==> src/rtl/core/mdsmc_pkg.sv <==
package mdsmc_pkg;

    localparam int unsigned COMMAND_LENGTH = 2;

    localparam logic [1:0] OP_TICK    = 2'd0;
    localparam logic [1:0] OP_RX      = 2'd1;
    localparam logic [1:0] OP_TX_DONE = 2'd2;

    localparam logic [1:0] PH_ADDR  = 2'd0;
    localparam logic [1:0] PH_DELAY = 2'd1;
    localparam logic [1:0] PH_SEND  = 2'd2;
    localparam logic [1:0] PH_DATA  = 2'd3;

    localparam logic [2:0] CMD_NONE       = 3'd0;
    localparam logic [2:0] CMD_STOP       = 3'd1;
    localparam logic [2:0] CMD_RUN_LOW    = 3'd2;
    localparam logic [2:0] CMD_START_HIGH = 3'd3;
    localparam logic [2:0] CMD_SET_HIGH   = 3'd4;

    localparam logic [1:0] MOTOR_STOPPED = 2'd0;
    localparam logic [1:0] MOTOR_LOW     = 2'd1;

    localparam logic [3:0] SPEED_STOP = 4'd0;
    localparam logic [3:0] SPEED_LOW  = 4'd1;

    localparam logic [1:0] REG_STATION_ADDRESS = 2'd0;
    localparam logic [1:0] REG_ADDRESS_TIMEOUT = 2'd1;
    localparam logic [1:0] REG_REPLY_DELAY     = 2'd2;
    localparam logic [1:0] REG_DATA_GAP        = 2'd3;

    localparam int unsigned CFG_INDEX_WIDTH = 2;
    localparam int unsigned CFG_DATA_WIDTH  = 16;

    localparam logic [1:0]  RESET_STATION_ADDRESS = 2'd0;
    localparam logic [15:0] RESET_ADDRESS_TIMEOUT = 16'd20;
    localparam logic [7:0]  RESET_REPLY_DELAY     = 8'd1;
    localparam logic [7:0]  RESET_DATA_GAP        = 8'd4;

    localparam logic [15:0] IDLE_TICKS_MAX = 16'hffff;
    localparam logic [7:0]  WAIT_TICKS_MAX = 8'hff;

    typedef struct packed {
        logic [1:0]  station_address;
        logic [15:0] address_timeout_ticks;
        logic [7:0]  reply_delay_ticks;
        logic [7:0]  data_gap_ticks;
    } cfg_t;

    typedef struct packed {
        logic [1:0] op;
        logic [7:0] rx_byte;
        logic       rx_address_bit;
        logic [1:0] sensor_bits;
        logic [3:0] voltage_index;
        logic [1:0] motor_status;
        logic       testing_mode;
    } item_t;

    typedef struct packed {
        logic [1:0]  phase;
        logic [15:0] idle_ticks;
        logic [7:0]  wait_ticks;
        logic        first_byte_seen;
        logic [7:0]  command_byte0;
        logic [4:0]  remembered_speed;
        logic [7:0]  reply_latch;
    } state_t;

    typedef struct packed {
        logic       tx_valid;
        logic [7:0] tx_byte;
        logic [2:0] motor_command;
        logic       direction;
        logic [3:0] speed_code;
    } result_t;

endpackage

==> src/rtl/core/mdsmc_step.sv <==
module mdsmc_step
(
    input  mdsmc_pkg::cfg_t    cfg,
    input  mdsmc_pkg::item_t   item,
    input  mdsmc_pkg::state_t  cur,
    output mdsmc_pkg::state_t  nxt,
    output mdsmc_pkg::result_t res
);
    import mdsmc_pkg::*;

    logic [15:0] idle_inc;
    logic [7:0]  wait_inc;
    logic [4:0]  speed;
    logic        command_ok;

    assign speed = cur.command_byte0[4:0];

    assign command_ok = (cur.command_byte0 == item.rx_byte)
                     && (cur.command_byte0[7:6] == cfg.station_address)
                     && (speed != cur.remembered_speed);

    always_comb
    begin
        idle_inc = cur.idle_ticks;
        wait_inc = cur.wait_ticks;
        if (item.op == OP_TICK)
        begin
            if (cur.idle_ticks != IDLE_TICKS_MAX)
            begin
                idle_inc = cur.idle_ticks + 16'd1;
            end
            if (cur.wait_ticks != WAIT_TICKS_MAX)
            begin
                wait_inc = cur.wait_ticks + 8'd1;
            end
        end
    end

    always_comb
    begin
        nxt            = cur;
        nxt.idle_ticks = idle_inc;
        nxt.wait_ticks = wait_inc;
        res            = '0;

        unique case (cur.phase)
            PH_ADDR:
            begin
                if (item.op == OP_TICK)
                begin
                    if (idle_inc > cfg.address_timeout_ticks)
                    begin
                        nxt.idle_ticks       = '0;
                        nxt.remembered_speed = '0;
                        if (!item.testing_mode)
                        begin
                            res.motor_command = CMD_STOP;
                        end
                    end
                end
                else if (item.op == OP_RX)
                begin
                    if (item.rx_address_bit && (item.rx_byte == {6'd0, cfg.station_address}))
                    begin
                        nxt.reply_latch = {cfg.station_address, item.voltage_index,
                                           item.sensor_bits};
                        nxt.wait_ticks  = '0;
                        nxt.idle_ticks  = '0;
                        nxt.phase       = PH_DELAY;
                    end
                end
            end
            PH_DELAY:
            begin
                if ((item.op == OP_TICK) && (wait_inc > cfg.reply_delay_ticks))
                begin
                    res.tx_valid = 1'b1;
                    res.tx_byte  = cur.reply_latch;
                    nxt.phase    = PH_SEND;
                end
            end
            PH_SEND:
            begin
                if (item.op == OP_TX_DONE)
                begin
                    nxt.wait_ticks      = '0;
                    nxt.first_byte_seen = 1'b0;
                    nxt.phase           = PH_DATA;
                end
            end
            PH_DATA:
            begin
                if (item.op == OP_TICK)
                begin
                    if (wait_inc > cfg.data_gap_ticks)
                    begin
                        nxt.idle_ticks = '0;
                        nxt.phase      = PH_ADDR;
                    end
                end
                else if (item.op == OP_RX)
                begin
                    nxt.wait_ticks = '0;
                    if (!cur.first_byte_seen)
                    begin
                        nxt.command_byte0   = item.rx_byte;
                        nxt.first_byte_seen = 1'b1;
                    end
                    else
                    begin
                        // second byte completes the command
                        nxt.first_byte_seen = 1'b0;
                        nxt.idle_ticks      = '0;
                        nxt.phase           = PH_ADDR;
                        if (!item.testing_mode && command_ok)
                        begin
                            nxt.remembered_speed = speed;
                            res.direction        = speed[4];
                            res.speed_code       = speed[3:0];
                            if (speed[3:0] == SPEED_STOP)
                            begin
                                res.motor_command = CMD_STOP;
                            end
                            else if (speed[3:0] == SPEED_LOW)
                            begin
                                res.motor_command = CMD_RUN_LOW;
                            end
                            else if ((item.motor_status == MOTOR_STOPPED)
                                  || (item.motor_status == MOTOR_LOW))
                            begin
                                res.motor_command = CMD_START_HIGH;
                            end
                            else
                            begin
                                res.motor_command = CMD_SET_HIGH;
                            end
                        end
                    end
                end
            end
        endcase
    end

endmodule

==> src/rtl/core/mdsmc_skid.sv <==
module mdsmc_skid
(
    input  logic                clk,
    input  logic                rst_n,
    input  logic                in_valid,
    output logic                in_stall,
    input  mdsmc_pkg::result_t  in_word,
    output logic                out_valid,
    input  logic                out_stall,
    output mdsmc_pkg::result_t  out_word
);
    import mdsmc_pkg::*;

    result_t out_word_reg;
    result_t skid_word_reg;
    logic    out_valid_reg;
    logic    skid_valid_reg;
    logic    accept;

    assign in_stall  = skid_valid_reg;
    assign accept    = in_valid && !skid_valid_reg;
    assign out_valid = out_valid_reg;
    assign out_word  = out_word_reg;

    always_ff @(posedge clk or negedge rst_n)
    begin
        if (!rst_n)
        begin
            out_valid_reg  <= 1'b0;
            skid_valid_reg <= 1'b0;
        end
        else if (!out_valid_reg || !out_stall)
        begin
            if (skid_valid_reg)
            begin
                out_valid_reg  <= 1'b1;
                skid_valid_reg <= 1'b0;
            end
            else
            begin
                out_valid_reg <= accept;
            end
        end
        else if (accept)
        begin
            skid_valid_reg <= 1'b1;
        end
    end

    always_ff @(posedge clk)
    begin
        if (!out_valid_reg || !out_stall)
        begin
            out_word_reg <= skid_valid_reg ? skid_word_reg : in_word;
        end
        else if (accept)
        begin
            skid_word_reg <= in_word;
        end
    end

endmodule

==> src/rtl/core/multidrop_slave_motor_command.sv <==
// channel  | handshake            | words
// ---------+----------------------+----------------------------------------------
// input    | in_valid / in_stall  | op, rx_byte, rx_address_bit, sensor_bits,
//          |                      | voltage_index, motor_status, testing_mode
// output   | out_valid / out_stall| tx_valid, tx_byte, motor_command, direction,
//          |                      | speed_code
// config   | cfg_we               | cfg_index, cfg_data
//
// one word in per cycle while in_stall is low; link state is updated at the
// accepting edge, the result goes into a two-deep output register (output word
// plus skid word), into the skid word while out_stall holds the output word.
// in_stall rises only once both output slots hold untaken words.
// rst_n clears the link phase, tick counters, remembered speed and config to defaults.
module multidrop_slave_motor_command
(
    input  logic                                    clk,
    input  logic                                    rst_n,
    input  logic                                    cfg_we,
    input  logic [mdsmc_pkg::CFG_INDEX_WIDTH-1:0]   cfg_index,
    input  logic [mdsmc_pkg::CFG_DATA_WIDTH-1:0]    cfg_data,
    input  logic                                    in_valid,
    output logic                                    in_stall,
    input  logic [1:0]                              op,
    input  logic [7:0]                              rx_byte,
    input  logic                                    rx_address_bit,
    input  logic [1:0]                              sensor_bits,
    input  logic [3:0]                              voltage_index,
    input  logic [1:0]                              motor_status,
    input  logic                                    testing_mode,
    output logic                                    out_valid,
    input  logic                                    out_stall,
    output logic                                    tx_valid,
    output logic [7:0]                              tx_byte,
    output logic [2:0]                              motor_command,
    output logic                                    direction,
    output logic [3:0]                              speed_code
);
    import mdsmc_pkg::*;

    cfg_t    cfg_reg;
    state_t  state_reg;
    state_t  state_next;
    item_t   item;
    result_t step_res;
    result_t out_word;
    logic    accept;

    assign item = '{op: op, rx_byte: rx_byte, rx_address_bit: rx_address_bit,
                    sensor_bits: sensor_bits, voltage_index: voltage_index,
                    motor_status: motor_status, testing_mode: testing_mode};

    assign accept = in_valid && !in_stall;

    always_ff @(posedge clk or negedge rst_n)
    begin
        if (!rst_n)
        begin
            cfg_reg.station_address       <= RESET_STATION_ADDRESS;
            cfg_reg.address_timeout_ticks <= RESET_ADDRESS_TIMEOUT;
            cfg_reg.reply_delay_ticks     <= RESET_REPLY_DELAY;
            cfg_reg.data_gap_ticks        <= RESET_DATA_GAP;
        end
        else if (cfg_we)
        begin
            unique case (cfg_index)
                REG_STATION_ADDRESS: cfg_reg.station_address       <= cfg_data[1:0];
                REG_ADDRESS_TIMEOUT: cfg_reg.address_timeout_ticks <= cfg_data;
                REG_REPLY_DELAY:     cfg_reg.reply_delay_ticks     <= cfg_data[7:0];
                REG_DATA_GAP:        cfg_reg.data_gap_ticks        <= cfg_data[7:0];
            endcase
        end
    end

    mdsmc_step u_step
    (
        .cfg  (cfg_reg),
        .item (item),
        .cur  (state_reg),
        .nxt  (state_next),
        .res  (step_res)
    );

    // control state
    always_ff @(posedge clk or negedge rst_n)
    begin
        if (!rst_n)
        begin
            state_reg.phase            <= PH_ADDR;
            state_reg.idle_ticks       <= '0;
            state_reg.wait_ticks       <= '0;
            state_reg.first_byte_seen  <= 1'b0;
            state_reg.command_byte0    <= '0;
            state_reg.remembered_speed <= '0;
            state_reg.reply_latch      <= '0;
        end
        else if (accept)
        begin
            state_reg <= state_next;
        end
    end

    mdsmc_skid u_skid
    (
        .clk       (clk),
        .rst_n     (rst_n),
        .in_valid  (in_valid),
        .in_stall  (in_stall),
        .in_word   (step_res),
        .out_valid (out_valid),
        .out_stall (out_stall),
        .out_word  (out_word)
    );

    assign tx_valid      = out_word.tx_valid;
    assign tx_byte       = out_word.tx_byte;
    assign motor_command = out_word.motor_command;
    assign direction     = out_word.direction;
    assign speed_code    = out_word.speed_code;

    a_reply_enters_send: assert property (@(posedge clk) disable iff (!rst_n)
        (accept && step_res.tx_valid) |=> (state_reg.phase == PH_SEND))
        else $error("reply sent without entering send phase");

    a_stall_only_when_full: assert property (@(posedge clk) disable iff (!rst_n)
        in_stall |-> out_valid)
        else $error("input stalled while output register empty");

    a_idle_command_clean: assert property (@(posedge clk) disable iff (!rst_n)
        (out_valid && (motor_command == CMD_NONE)) |-> ((direction == 1'b0)
            && (speed_code == 4'd0)))
        else $error("direction or speed set without a motor command");

    a_data_phase_from_send: assert property (@(posedge clk) disable iff (!rst_n)
        ($past(accept) && (state_reg.phase == PH_DATA) && ($past(state_reg.phase) != PH_DATA))
            |-> ($past(state_reg.phase) == PH_SEND))
        else $error("data phase entered other than from send phase");

endmodule
==> config.mk <==
export PLATFORM = sky130hd
export DESIGN_NAME = multidrop_slave_motor_command
export DESIGN_NICKNAME = d
export VERILOG_FILES = /design/src/rtl/core/mdsmc_pkg.sv /design/src/rtl/core/mdsmc_step.sv /design/src/rtl/core/mdsmc_skid.sv /design/src/rtl/core/multidrop_slave_motor_command.sv
export SDC_FILE = /design/constraint.sdc
export NUM_CORES = 1
export LEC_CHECK = 0
export BUFFER_PORTS_ARGS = -buffer_cell sky130_fd_sc_hd__buf_4
export CAP_MARGIN = 20
export CORE_AREA = 2 2 119 121
export DETAILED_ROUTE_END_ITERATION = 16
export DIE_AREA = 0 0 121 123
export GPL_TIMING_DRIVEN = 0
export PLACE_DENSITY = 0.7
export SLEW_MARGIN = 20
export SYNTH_ARGS = -nofsm -noshare
export SYNTH_HDL_FRONTEND = slang
export SYNTH_SLANG_ARGS = --single-unit
==> constraint.sdc <==
create_clock -name clk -period 3.9 [get_ports clk]
set_clock_uncertainty 0.15 [all_clocks]
set_input_delay 0 -clock clk [delete_from_list [all_inputs] [get_ports clk]]
set_output_delay 0 -clock clk [all_outputs]
set_load 0.02 [all_outputs]
==> results_dict.tcl, run 1 <==
set metrics [dict create \
    slew_headroom 0.409 \
    tns_ns 0 \
    synth_nets 658 \
    syn_area_um2 6560 \
    layout-drive-gt1-share 0.322 \
    clock.fmax_mhz 257 \
    start_util 0.482 \
    viasPerCell 5.47 \
    finalNonFillerCells 903 \
    drtPass1Iterations 5 \
    p_int_w 0.00286 \
    worstSetupPathType "flop to flop" \
    max_stage_delay_ns 0.57 \
    dp_hpwl_um 10200 \
    final_max_slew_viol_count 0 \
    die_w_um 121 \
    ant_nets 0 \
    endpoint_kind "flop" \
    arrival_ns 4.04 \
    tightest_slew_ns 0.886 \
    sequentialPowerShare 0.384 \
    fin_util 0.628 \
    yosys-top-cells-count "dfrtp_1 (80), mux2_2 (75), ha_1 (38)" \
    vdd_drop_max_v 0.000316 \
    p_sw_w 0.00127 \
    netlist_instances 577 \
    finalWirelength_um 15500 \
    die-area_um2 14900 \
    postPlaceCellArea_um2 7230 \
    finalCritPeriodShare 0.998 \
    cts_tree "yes" \
    hold_path_class "input pin to flop" \
    synth_flop_cell "dfrtp_1" \
    cp_slowest_cell "or4_4" \
    finalSetupViolations 0 \
    path_buf_inv 1 \
    yosys.cell_count.top_type "dfrtp_1" \
    crit_required_ns 4.05 \
    switching_share 0.308 \
    grt_start_max_net_pins 85 \
    final_area_um2 8550 \
    yosysTopAreaCellShare 0.305 \
    drv_cap 0 \
    ys_async_sr_fraction 0.712 \
    grt_pass1_wl_um 25300 \
    status "finished clean" \
    synth_area_leaders "dfrtp_1 (31%), edfxtp_1 (16%), mux2_2 (13%)" \
    overflow 0 \
    remaining_drc_errors 0 \
    dr.first_iter.drc_count 289 \
    antenna_found_initial 0 \
    gp_congestion 0.858 \
    coreArea_um2 13600 \
    clk_latency_ns 0.42 \
    crit_fanout 5 \
    comb_power_share 0.264 \
    grt_setup_unrepaired "yes" \
    ys_seq_area_frac 0.477 \
    die_h_um 123 \
    htree_levels 4 \
    final-hold-violation-count 0 \
    ys_types 63 \
    numCtsBuffers 17 \
    yosysWarnings 0 \
    syn_to_final_growth_pct 30.3 \
    path_clk_slew_ns 0.06 \
    diodes 0 \
    min_period_ns 3.89 \
    synth_seq_cells 118 \
    clockBufferDepth 2 \
    largest_reg_flops 48 \
    p_clk_frac 0.352 \
    vias 4940 \
    crit_chain "ha_4 > nand2_2 > or4_4 > nor2_4 > nor2_4 > mux2_4 > ha_4 > nor2b_4 > o211ai_1 > a211oi_4 > o31ai_4 > a221oi_4 > buf_6 > mux2_4" \
    ios 62 \
    std_cell_rows 43 \
    first_global_vias 5064 \
    cts_root_buf "clkbuf_16" \
    power_w 0.00413 \
    wire_per_inst_um 17.1 \
    crit_family "simple AND/OR/NAND/NOR gates" \
    post-synth-top-area-cell "dfrtp_1" \
    p_per_area_nw_per_um2 483 \
    grtUsageTotal 0.220 \
    nets 791 \
    synth_edf_count 34 \
    io_buffers 59 \
    clock-sinks 118 \
    cp-start-kind "flop" \
    syn_area_per_cell_um2 11.4 \
    place_inst 816 \
    p_leak_nw 3.84 \
]
==> per-stage QoR <==
step           worst slack, ns  hold slack (ns)
5_1_grt                -0.0992           0.0550
2_1_floorplan            0.184           -0.446
6_report               0.00810           0.0129
3_3_place_gp            -0.302           0.0813
3_5_place_dp            -0.374           0.0837
4_1_cts                0.00790          0.00184
==> cells by family (layout without fill, tap and decap cells) <==
logic type      count (synthesis)  after routing  share of synthesized area
compound gates                 83             83                     0.0898
flops                         118            118                      0.477
mux                            88             88                      0.149
simple gates                  167            167                      0.138
fa+ha+maj                      38             38                     0.0725
xor+xnor                       32             32                     0.0427
buf+inv                        51            197                     0.0320
==> layout make-up <==
type / instances / area, um^2
fillers: 1065 / 5060
multi-input cells: 408 / 3460
flip-flops and latches: 118 / 3130
repair buffers: 114 / 965
clock buffers: 20 / 447
well taps: 180 / 225
inverters: 35 / 131
clock inverters: 12 / 109
plain buffers: 16 / 85.1
==> worst reg2reg max path, cell delays in order, from the launching register on <==
cell      delay [ns]
dfrtp_2         0.41
ha_4            0.20
nand2_2         0.05
or4_4           0.57
nor2_4          0.17
nor2_4          0.06
mux2_4          0.32
ha_4            0.28
nor2b_4         0.14
o211ai_1        0.16
a211oi_4        0.31
o31ai_4         0.15
a221oi_4        0.31
buf_6           0.18
mux2_4          0.31
==> layer usage <==
metal / GRT usage / vias up / routed length, um
li1: - / 2360 / -
met1: 0.278 / 2420 / 6790
met2: 0.373 / 137 / 7700
met3: 0.0457 / 23 / 702
met4: 0.0858 / 0 / 290
met5: 0 / - / 0
==> power by group through the flow <==
stage,logic (W),clock network [W],registers (W)
after floorplan,0.000640,0,0.00158
after global placement,0.000863,0,0.00159
after detailed placement,0.000914,0,0.00160
after CTS,0.000987,0.00147,0.00158
after global routing,0.00120,0.00153,0.00161
final,0.00109,0.00145,0.00159
==> final timing paths <==
path                                from                 endpoint  slack (ns)  cells past startpoint
min reg2reg                 state_reg[2]             state_reg[2]        0.35                      1
max                        state_reg[31]            state_reg[11]       0.008                     14
max reg2reg                state_reg[31]            state_reg[11]       0.008                     14
min                         testing_mode  u_skid.skid_word_reg[5]        0.01                      4
max in group asynchronous          rst_n            state_reg[31]        2.98                      2
min in group asynchronous          rst_n              cfg_reg[24]        0.06                      2
==> cell usage in the layout, fill, tap and decap left out, types with 6 or more instances in the layout <==
cell,instances
xor2_1,12
and3_1,10
a21oi_1,37
and2_1,14
mux2_4,7
nand3_1,14
nor3_1,9
dlygate4sd3_1,39
buf_4,74
clkbuf_1,8
mux2i_1,13
xnor2_1,19
nand4_1,12
nor2_1,33
dfrtp_1,76
nand2b_1,6
nor2b_1,6
ha_1,35
clkbuf_16,17
a22o_1,7
nand2_1,30
edfxtp_1,34
inv_1,34
mux2_2,68
==> repair_timing <==
item	CTS	global route
hold endpoints to repair	136	0
pin swaps	3	15
resized for setup	13	38
hold buffers	39	0
buffers inserted	5	11
setup endpoints to repair	31	38
Note: power is estimated with default switching activity, not from simulation.
==> inputs of run 2 (changes only) <==
- CTS_BUF_LIST: default -> sky130_fd_sc_hd__clkbuf_16
==> run 2 against run 1 <==
The run now ends with setup timing left; worst setup slack worse by 0.011 ns; critical path depth unchanged; clock power about the same; cell count unchanged; global-route usage down 0.070 points; via count down 0.67%; sequential share of layout area about the same; first-iteration DRC count down 5.2%; largest power group unchanged.
==> results_dict.tcl, run 2 (same netlist as run 1, synthesis figures left out) <==
set metrics [dict create \
    arrival_ns 4.05 \
    p_per_area_nw_per_um2 481 \
    wire_per_inst_um 17.1 \
    dr.first_iter.drc_count 274 \
    start_util 0.482 \
    crit_required_ns 4.05 \
    layout-drive-gt1-share 0.321 \
    final_common_cell "dfrtp_1" \
    path_clk_slew_ns 0.06 \
    finalCritPeriodShare 1.00 \
    clk_latency_ns 0.42 \
    endpoint_kind "flop" \
    viasPerCell 5.43 \
    clockBufferDepth 2 \
    grtUsageTotal 0.219 \
    coreArea_um2 13600 \
    die_h_um 123 \
    std_cell_rows 43 \
    crit_fanout 5 \
    slew_headroom 0.413 \
    gp_congestion 0.858 \
    antenna_found_initial 0 \
    final_cell_mix "dfrtp_1 (76), buf_4 (74), mux2_2 (68), dlygate4sd3_1 (39), a21oi_1 (37)" \
    numCtsBuffers 17 \
    hold_depth 4 \
    final-hold-violation-count 0 \
    grt.busiest_layer "met2" \
    ant_nets 0 \
    drtPass1Iterations 4 \
    clock.fmax_mhz 256 \
    vias 4907 \
    die_w_um 121 \
    final_max_slew_viol_count 0 \
    io_buffers 59 \
    die-area_um2 14900 \
    rr_worst_depth 14 \
    first_global_vias 5063 \
    status "finished, violations left" \
    dp_hpwl_um 10200 \
    worst_slack_ns -0.00328 \
    grt_use_met2 0.371 \
    ios 62 \
    p_leak_nw 3.84 \
    diodes 0 \
    min_period_ns 3.90 \
    largest_reg_flops 48 \
    cts_tree "yes" \
    remaining_drc_errors 0 \
    use_met1 0.277 \
    syn_to_final_growth_pct 30.2 \
    htree_levels 4 \
    grt_setup_unrepaired "yes" \
    grt_pass1_wl_um 25200 \
    tns_ns -0.00328 \
    grt_start_max_net_pins 85 \
    met3_usage 0.0457 \
    fin_util 0.628 \
    violations "setup timing" \
    overflow 0 \
    power_w 0.00411 \
    cp-start-kind "flop" \
    nets 791 \
    whs_ns 0.0117 \
    hold_path_class "input pin to flop" \
    finalSetupViolations 1 \
    clock-sinks 118 \
    worstSetupPathType "flop to flop" \
    fillers 1065 \
    tightest_slew_ns 0.880 \
    drv_cap 0 \
    finalWirelength_um 15400 \
    cts_root_buf "clkbuf_16" \
    vdd_drop_max_v 0.000316 \
]
[run 2: worst max-delay path: stages (launching register included)]
cell,delay (ns)
dfrtp_2,0.41
ha_4,0.20
nand2_2,0.05
or4_4,0.57
nor2_4,0.17
nor2_4,0.06
mux2_4,0.32
ha_4,0.28
nor2b_4,0.14
o211ai_1,0.16
a211oi_4,0.31
o31ai_4,0.15
a221oi_4,0.31
buf_6,0.18
mux2_4,0.31
[run 2: per-stage QoR]
step           worst slack (ns)  instance area [um^2]  cells
6_report               -0.00328                  8540    903
5_1_grt                 -0.0992                  8540    903
4_1_cts                 0.00848                  8290    892
3_5_place_dp             -0.374                  7230    816
3_3_place_gp             -0.302                  7230    816
2_1_floorplan             0.184                  6560    577
[run 2: path summary, 6_finish.rpt]
kind,startpoint,end,slack [ns]
worst max-delay path,state_reg[31],state_reg[11],-0.003
worst min-delay path,testing_mode,u_skid.skid_word_reg[5],0.01
worst max register to register,state_reg[31],state_reg[11],-0.003
worst min register to register,state_reg[2],state_reg[2],0.35
max in group asynchronous,rst_n,state_reg[31],2.98
min in group asynchronous,rst_n,cfg_reg[24],0.05
[run 2: repair_timing]
action,4_1_cts,5_1_grt
endpoints found under the hold margin,136,0
endpoints found under the setup margin,31,38
pin swaps,3,15
buffers inserted,5,11
hold buffers,39,0
resized for setup,13,38
[run 2: power breakdown]
| group | internal (W) | total (W) | switching (W) |
|---|---|---|---|
| combinational | 0.000527 | 0.00109 | 0.000567 |
| sequential | 0.00145 | 0.00159 | 0.000140 |
| clock | 0.000863 | 0.00143 | 0.000566 |
| total | 0.00284 | 0.00411 | 0.00127 |
[run 2: area by class of cell]
type | instances | area, um^2 | area share
clock inverter | 15 | 120 | 0.0141
multi-input combinational | 408 | 3460 | 0.405
buffer | 16 | 85.1 | 0.00996
timing repair buffer | 114 | 965 | 0.113
inverter | 35 | 131 | 0.0154
tap | 180 | 225 | 0.0264
sequential | 118 | 3130 | 0.367
clock buffer | 17 | 425 | 0.0498
[run 2: routing by layer]
layer / up-vias / routed length, um
met5: - / 0
met4: 0 / 288
met3: 23 / 678
met2: 120 / 7690
met1: 2402 / 6750
li1: 2362 / -
